`config.mk`:
```
export PLATFORM = sky130hd
export DESIGN_NAME = encoder_unwrap_speed_position
export DESIGN_NICKNAME = d
export VERILOG_FILES = /design/src/design/eusp_pkg.sv /design/src/design/encoder_unwrap_speed_position.sv
export SDC_FILE = /design/constraint.sdc
export NUM_CORES = 2
export LEC_CHECK = 0
export BUFFER_PORTS_ARGS = -buffer_cell sky130_fd_sc_hd__buf_4
export CAP_MARGIN = 30
export CORE_MARGIN = 4
export CORE_UTILIZATION = 60
export DETAILED_ROUTE_END_ITERATION = 7
export PLACE_DENSITY = 0.85
export SYNTH_ARGS = -nofsm -noshare
export SYNTH_HDL_FRONTEND = slang
export SYNTH_SLANG_ARGS = --single-unit
```
`constraint.sdc`:
```
create_clock -name clk -period 12.67 [get_ports clk]
set_input_delay 1.9005 -clock clk [delete_from_list [all_inputs] [get_ports clk]]
set_output_delay 1.9005 -clock clk [all_outputs]
set_load 0.02 [all_outputs]
```
`src/design/eusp_pkg.sv`:
```
// Package: widths, register indexes, reset values and mode encodings for the encoder unwrap block.
`default_nettype none
package eusp_pkg;

  localparam int RAW_W   = 16;
  localparam int DELTA_W = 17;
  localparam int SPEED_W = 37;
  localparam int POS_W   = 32;
  localparam int SCALE_W = 28;
  localparam int CFG_IDX_W = 2;

  localparam int IN_TDATA_W  = 16;
  localparam int OUT_TDATA_W = 88;

  localparam logic [CFG_IDX_W-1:0] REG_COUNTS_MAX   = 2'd0;
  localparam logic [CFG_IDX_W-1:0] REG_ENCODER_MODE = 2'd1;
  localparam logic [CFG_IDX_W-1:0] REG_SPEED_SCALE  = 2'd2;

  localparam logic [RAW_W-1:0]   COUNTS_MAX_RST  = 16'd8191;
  localparam logic               MODE_RST        = 1'b0;
  localparam logic [SCALE_W-1:0] SPEED_SCALE_RST = 28'd25230;

  localparam logic MODE_ABSOLUTE    = 1'b0;
  localparam logic MODE_INCREMENTAL = 1'b1;

endpackage : eusp_pkg
`default_nettype wire

```
`src/design/encoder_unwrap_speed_position.sv`:
```
// Encoder wrap correction with speed and accumulated position outputs.
//
//   channel | dir | handshake                  | payload
//   s       | in  | s_tvalid / s_tready        | s_tdata: raw_count
//   m       | out | m_tvalid / m_tready        | m_tdata: count_delta, speed_q8, position_total
//   cfg     | in  | cfg_wr_en                  | cfg_index, cfg_wdata
//
// One transaction per cycle sustained while m_tready is high; an accepted input passes
// through the input register, then the result register. The unwrap, one 17x29
// multiply and the position add sit between the two registers.
// rst is synchronous: clears valids, previous count, accumulator and started flag,
// and restores the register defaults. A stalled result holds the output register
// while one further transaction waits in the input register.
`default_nettype none
module encoder_unwrap_speed_position
  import eusp_pkg::*;
(
  input  wire logic                   clk,
  input  wire logic                   rst,
  input  wire logic                   s_tvalid,
  output logic                        s_tready,
  input  wire logic [IN_TDATA_W-1:0]  s_tdata,   // [15:0] raw_count
  output logic                        m_tvalid,
  input  wire logic                   m_tready,
  output logic [OUT_TDATA_W-1:0]      m_tdata,   // [16:0] count_delta, [53:17] speed_q8,
                                                 // [85:54] position_total, [87:86] zero
  input  wire logic                   cfg_wr_en,
  input  wire logic [CFG_IDX_W-1:0]   cfg_index,
  input  wire logic [SCALE_W-1:0]     cfg_wdata
);

  logic [RAW_W-1:0]   counts_max;
  logic               encoder_mode;
  logic [SCALE_W-1:0] speed_scale;

  logic               in_valid;
  logic [RAW_W-1:0]   in_raw;

  logic [RAW_W-1:0]   previous_count;
  logic [POS_W-1:0]   position_accumulator;
  logic               started;

  logic                      out_valid;
  logic signed [DELTA_W-1:0] out_delta;
  logic signed [SPEED_W-1:0] out_speed;
  logic [POS_W-1:0]          out_pos;

  logic advance;
  logic fire;

  logic signed [17:0] diff;
  logic signed [17:0] half;
  logic signed [17:0] span;
  logic signed [17:0] corrected;
  logic signed [DELTA_W-1:0] delta;
  logic signed [45:0] prod;
  logic signed [SPEED_W-1:0] speed;
  logic [POS_W-1:0] position_accumulator_next;

  assign advance  = !out_valid || m_tready;
  assign fire     = in_valid && advance;
  assign s_tready = !in_valid || advance;

  // configuration
  always_ff @(posedge clk) begin
    if (rst) begin
      counts_max   <= COUNTS_MAX_RST;
      encoder_mode <= MODE_RST;
      speed_scale  <= SPEED_SCALE_RST;
    end else if (cfg_wr_en) begin
      unique case (cfg_index)
        REG_COUNTS_MAX:   counts_max   <= cfg_wdata[RAW_W-1:0];
        REG_ENCODER_MODE: encoder_mode <= cfg_wdata[0];
        REG_SPEED_SCALE:  speed_scale  <= cfg_wdata;
        default: ;
      endcase
    end
  end

  // unwrap, scale, accumulate
  always_comb begin
    diff = $signed({2'b00, in_raw}) - $signed({2'b00, previous_count});
    half = $signed({3'b000, counts_max[RAW_W-1:1]});
    if (encoder_mode == MODE_INCREMENTAL) begin
      span = 18'sd65536;
    end else begin
      span = $signed({2'b00, counts_max}) + 18'sd1;
    end
    priority if (diff < -half) begin
      corrected = diff + span;
    end else if (diff > half) begin
      corrected = diff - span;
    end else begin
      corrected = diff;
    end
    delta = corrected[DELTA_W-1:0];
    prod  = delta * $signed({1'b0, speed_scale});
    if (encoder_mode == MODE_INCREMENTAL) begin
      speed = {prod[45], prod[45:10]};
    end else begin
      speed = prod[44:8];
    end
    if (started) begin
      position_accumulator_next = position_accumulator
                                + {{(POS_W-DELTA_W){delta[DELTA_W-1]}}, delta};
    end else begin
      position_accumulator_next = '0;
    end
  end

  always_ff @(posedge clk) begin
    if (rst) begin
      in_valid             <= 1'b0;
      out_valid            <= 1'b0;
      previous_count       <= '0;
      position_accumulator <= '0;
      started              <= 1'b0;
    end else begin
      if (s_tvalid && s_tready) begin
        in_valid <= 1'b1;
      end else if (advance) begin
        in_valid <= 1'b0;
      end
      if (advance) begin
        out_valid <= in_valid;
      end
      if (fire) begin
        previous_count       <= in_raw;
        position_accumulator <= position_accumulator_next;
        started              <= 1'b1;
      end
    end
  end

  always_ff @(posedge clk) begin
    if (s_tvalid && s_tready) begin
      in_raw <= s_tdata[RAW_W-1:0];
    end
    if (fire) begin
      out_delta <= delta;
      out_speed <= speed;
      out_pos   <= position_accumulator_next;
    end
  end

  assign m_tvalid = out_valid;
  assign m_tdata  = {2'b00, out_pos, out_speed, out_delta};

endmodule : encoder_unwrap_speed_position
`default_nettype wire

```
Yosys cells after proc, flatten, opt, wreduce, memory -nomap -nowiden
Cells that the tools add are included.
{ "totals": {"regBits": 198, "output_inout_bits": 90} }
{ "op_classes": {"n_reduce_logical": 11, "n_eq_ne": 2, "magnitude_cmp": 2, "n_addsub": 6, "mul": 1, "muxes": 7} }
{ "op_table": {"columns": ["op", "count"], "rows": [
  ["$mux W17", 3],
  ["$mul A17 B29 Y46", 1],
  ["$mux W37", 1],
  ["$add A32 B32 Y32", 1],
  ["$mux W32", 1],
  ["$lt A17 B18 Y1", 1],
  ["$neg A15 Y18", 1],
  ["$add A16 B1 Y17 const B", 1],
  ["$add A17 B17 Y17", 1],
  ["$gt A17 B16 Y1", 1],
  ["$sub A16 B16 Y17", 1],
  ["$sub A17 B17 Y17", 1],
  ["$reduce_and A2 Y1", 3],
  ["$eq A2 B1 Y1 const B", 1],
  ["$eq A2 B2 Y1 const B", 1],
  ["$logic_and A1 B1 Y1", 2],
  ["$logic_not A1 Y1", 2],
  ["$logic_not A2 Y1", 1],
  ["$logic_or A1 B1 Y1", 2],
  ["$mux W1", 2],
  ["$reduce_bool A2 Y1", 1]
]} }

Longest topological paths before layout
{ "logic_depth": {"depth_word": 7, "mapped_depth": 55, "mapped_depth_nobuf": 50} }

Worst setup path before layout
No wires, ideal clock.
{ "synth_timing": {"kind": "flip-flop to flip-flop", "from": "register in_raw[0]", "to": "register out_speed[30], data pin", "stages_incl_launch_ff": 51, "setup_time_ps": 274, "path_buffers": 4, "period_less_slack_ps": 11032, "required_time_ps": 12396, "arrival_time_ps": 10759, "setup_slack_ps": 1638, "path_cell_list": "edfxtp_1 inv_1 ha_1 inv_1 fa_1 a21o_1 a221oi_2 a21oi_2 a221o_1 a21o_1 nand2_1 nand2_1 a21oi_1 xnor2_1 ha_1 a21o_1 a2111oi_0 a21o_1 [15 not listed] fa_1 inv_1 fa_1 inv_1 ha_1 a21oi_1 o21ai_0 a21oi_1 o21ai_0 a21o_1 a21oi_1 o211ai_1 o21a_1 a31o_2 a221o_1 a41oi_2 xor2_1 mux2i_1"} }
{ "synth_via": {"elab_chain_cells": 6} }
{ "synth_rtl": {"columns": ["item", "line_no", "text"], "rows": [
  ["start, declared", "encoder_unwrap_speed_position.sv:37", "logic [RAW_W-1:0] in_raw;"],
  ["start signal, assigned", "encoder_unwrap_speed_position.sv:137", "in_raw <= s_tdata[RAW_W-1:0];"],
  ["$sub A16 B16 Y17 *", "encoder_unwrap_speed_position.sv:82", "diff = $signed({2'b00, in_raw}) - $signed({2'b00, previous_count});"],
  ["$sub A17 B17 Y17 or $gt A17 B16 Y1 (tied branches)", "encoder_unwrap_speed_position.sv:92, encoder_unwrap_speed_position.sv:91", null],
  ["$mux W17", "encoder_unwrap_speed_position.sv:91", "end else if (diff > half) begin"],
  ["$mux W17 *", "encoder_unwrap_speed_position.sv:89", "priority if (diff < -half) begin"],
  ["$mul A17 B29 Y46 *", "encoder_unwrap_speed_position.sv:97", "prod = delta * $signed({1'b0, speed_scale});"],
  ["$mux W37 *", "encoder_unwrap_speed_position.sv:98", "if (encoder_mode == MODE_INCREMENTAL) begin"],
  ["via speed[30]", "encoder_unwrap_speed_position.sv:57", "logic signed [SPEED_W-1:0] speed;"],
  ["end signal, assigned", "encoder_unwrap_speed_position.sv:141", "out_speed <= speed;"],
  ["end, declared", "encoder_unwrap_speed_position.sv:45", "logic signed [SPEED_W-1:0] out_speed;"]
]} }
The timed path passes the listed nets; every way through them passes the cells marked *.
A chain may end at the register's enable or synchronous reset.

Final worst setup path
{ "layout_timing": {"from": "register in_raw[0]", "to": "register out_speed[36], data pin"} }
The elaborated chain is that of the path after synthesis.

==> qor.yml <==
status: "finished clean"
dr.pass1.iters: 5
grt_busiest_layer: "met2"
critPathCaptureType: "register"
worstPathArrival_ps: 12560
dr_total_vias: 22880
synthFlopType: "edfxtp_1"
r2r-end: "out_speed[36]$_DFFE_PP_"
maxSlewHeadroom_pct: 32.48
rr_worst_depth: 49
cts_tree: "yes"
dpl.cell_count: 3851
cts_max_path_buffers: 2
clk_latency_ps: 510
die_h_microns: 225.0
drive_gt1_share_pct: 8.639
worst_pin_slew_ps: 1013
final_common_cell: "inv_1"
dieArea_sq_um: 50620
async_flop_share_pct: 0
critPathKind: "register to register"
synth.area.top_cells: "fa_1, ha_1, edfxtp_1, inv_1, dfxtp_1"
synth.top_cell.area_share_pct: 27.78
rrSetupSlack_ps: 370
cts_sinks: 198
drt-initial-drc-count: 2411
critPathMaxStageDelay_ps: 550
hp-class: "register to register"
syn_area_sq_um: 28250
grt_start_max_net_pins: 76
synthToLayoutAreaGrowth_pct: 8.087
met3_usage_pct: 6.591
die_w_microns: 225.0
routed_wl_mm: 76.12
hold-path-endpoint: "previous_count[9]$_SDFFE_PP0P_"
wl_per_cell_microns: 19.60
grt_pass1_wl_mm: 123.9
fin_crit_ps: 12300
routabilityCongestion: 0.9893
final-hold-violation-count: 0
avgSynthCellArea_sq_um: 8.777
setup_viol: 0
period_share_pct: 97.10
critPathLaunchType: "register"
fin_worst_skew_ps: 20.16
tns_ps: 0
grt-ovfl-total: 0
postLayoutCoreUtil_pct: 65.59
min_path_cells: 2
timing.rr.start: "in_raw[0]$_DFFE_PP_"
met2_usage_pct: 50.72
critPathMaxFanout: 24
ios: 141
start_util_pct: 60.68
grt_usage_pct: 30.98
drc: 0
antenna_found_initial: 2
drv_slew: 0
synth_edf_count: 102
first_global_vias: 23830
synth_top_cell_by_area: "fa_1"
layout_common_cells: "inv_1, nand2_1, fa_1"
drt-vias-per-instance: 5.893
coreArea_sq_um: 46560
synth_warnings: 0
place_hpwl_mm: 59.20
synth-seq-cells: 198
cts_inserted_buffers: 17
synth.distinct_cells: 83
fmax_mhz: 81.28
cts-root-buf: "clkbuf_16"
slowest_stage: "fa_1"
seq_area_frac_synth_pct: 17.64
layout.cells.non_filler: 3883
timing.hold.ws_ps: 459.0
num_rows: 79
fin_nets: 3966
n_antenna_cell: 0
worstPathRequired_ps: 12920
antenna_left: 0
maxCapViolations: 0
clk_pin_slew_ps: 90
postSynthCellCount: 3219
use_met1_pct: 38.88
fillCellCount: 3609
h-tree-depth: 4
cpMostUsedCell: "a21o_1"
worstHoldStart: "previous_count[9]$_SDFFE_PP0P_"
portBuffers: 138
cts_hold_buf: 0
## routing by layer
metal  vias up  routed length, microns
li1      10330                       -
met1     11100                   28950
met2      1163                   35860
met3       297                    6852
met4         0                    4461
met5         -                       0
## logic make-up after synthesis
| kind of cell | after synthesis | synth area share, % |
|---|---|---|
| flip-flops | 198 | 17.64 |
| adder cells (fa/ha/maj) | 652 | 39.29 |
| AO/OA/AOI/OAI | 500 | 11.67 |
| multiplexers | 32 | 1.174 |
| XOR/XNOR | 101 | 3.131 |
| AND/OR/NAND/NOR | 1024 | 17.54 |
| other | 1 | 0.01327 |
| buffers and inverters | 711 | 9.539 |
## worst max-delay path: cells and delay by family (launching register included)
kind                       cells  cell delay [ps]
muxes                          1              300
and+or+nand+nor                6             1060
buffers and inverters          6              760
xor gates and xnor gates       2              360
adders and majority gates     10             4100
AOI/OAI and AO/OA             24             5050
DFF                            1              400
## metrics by stage
stage / area (sq um) / setup WS [ps]
floorplan: 28260 / 1638
global placement: 29810 / 842.1
detailed placement: 29860 / 582.9
CTS: 30500 / 530.1
global route: 30540 / -16.60
finish: 30540 / 367.4
## how the worst max path moves through the flow
stage,from,end
floorplan,in_raw[0]$_DFFE_PP_,out_speed[30]$_DFFE_PP_
global placement,in_raw[0]$_DFFE_PP_,out_speed[36]$_DFFE_PP_
detailed placement,in_raw[0]$_DFFE_PP_,out_speed[36]$_DFFE_PP_
CTS,in_raw[0]$_DFFE_PP_,out_speed[36]$_DFFE_PP_
global route,in_raw[0]$_DFFE_PP_,out_speed[29]$_DFFE_PP_
finish,in_raw[0]$_DFFE_PP_,out_speed[36]$_DFFE_PP_
## registers in the layout, indices dropped and copies added, names as in the netlist
| register | flops |
|---|---|
| counts_max | 16 |
| encoder_mode | 1 |
| in_raw | 16 |
| in_valid | 1 |
| m_tvalid | 1 |
| out_delta | 17 |
| out_pos | 32 |
| out_speed | 37 |
| position_accumulator | 32 |
| previous_count | 16 |
| speed_scale | 28 |
| started | 1 |
## layout make-up
class / count / area, sq um / area share (%)
clock buffers: 17 / 425.4 / 1.393
clock inverters: 15 / 216.5 / 0.7088
well taps: 607 / 759.5 / 2.487
inverters: 553 / 2081 / 6.814
multi-input cells: 2311 / 20660 / 67.67
flip-flops and latches: 198 / 4985 / 16.32
repair buffers: 182 / 1406 / 4.605
## timing repair
item | CTS | global route
resized for setup | 0 | 8
endpoints found under the hold margin | 0 | 0
setup buffers | 0 | 0
setup endpoints to repair | 0 | 15
## cell usage after synthesis, drive strengths merged (6+ instances only)
| library cell | instances |
|---|---|
| inv | 550 |
| nand2 | 463 |
| fa | 392 |
| ha | 260 |
| and2 | 198 |
| a21oi | 188 |
| clkbuf | 131 |
| nor2 | 121 |
| edfxtp | 102 |
| dfxtp | 96 |
| a21o | 84 |
| o21ai | 71 |
| xnor2 | 66 |
| nor2b | 63 |
| xor2 | 35 |
| buf | 27 |
| nand4 | 25 |
| nor3 | 25 |
| and3 | 24 |
| or2 | 24 |
| mux2i | 23 |
| nand2b | 22 |
| a211o | 19 |
| nand3 | 19 |
| o21bai | 18 |
| o211ai | 13 |
| a211oi | 12 |
| nand3b | 11 |
| nor4 | 10 |
| o21a | 10 |
| mux2 | 9 |
| o22ai | 9 |
| a31oi | 8 |
| a41oi | 8 |
| o31ai | 8 |
| a221oi | 7 |
| a221o | 6 |
Power is not shown: default switching activity piles up to over one toggle a cycle in this logic, so the estimate is an artifact.
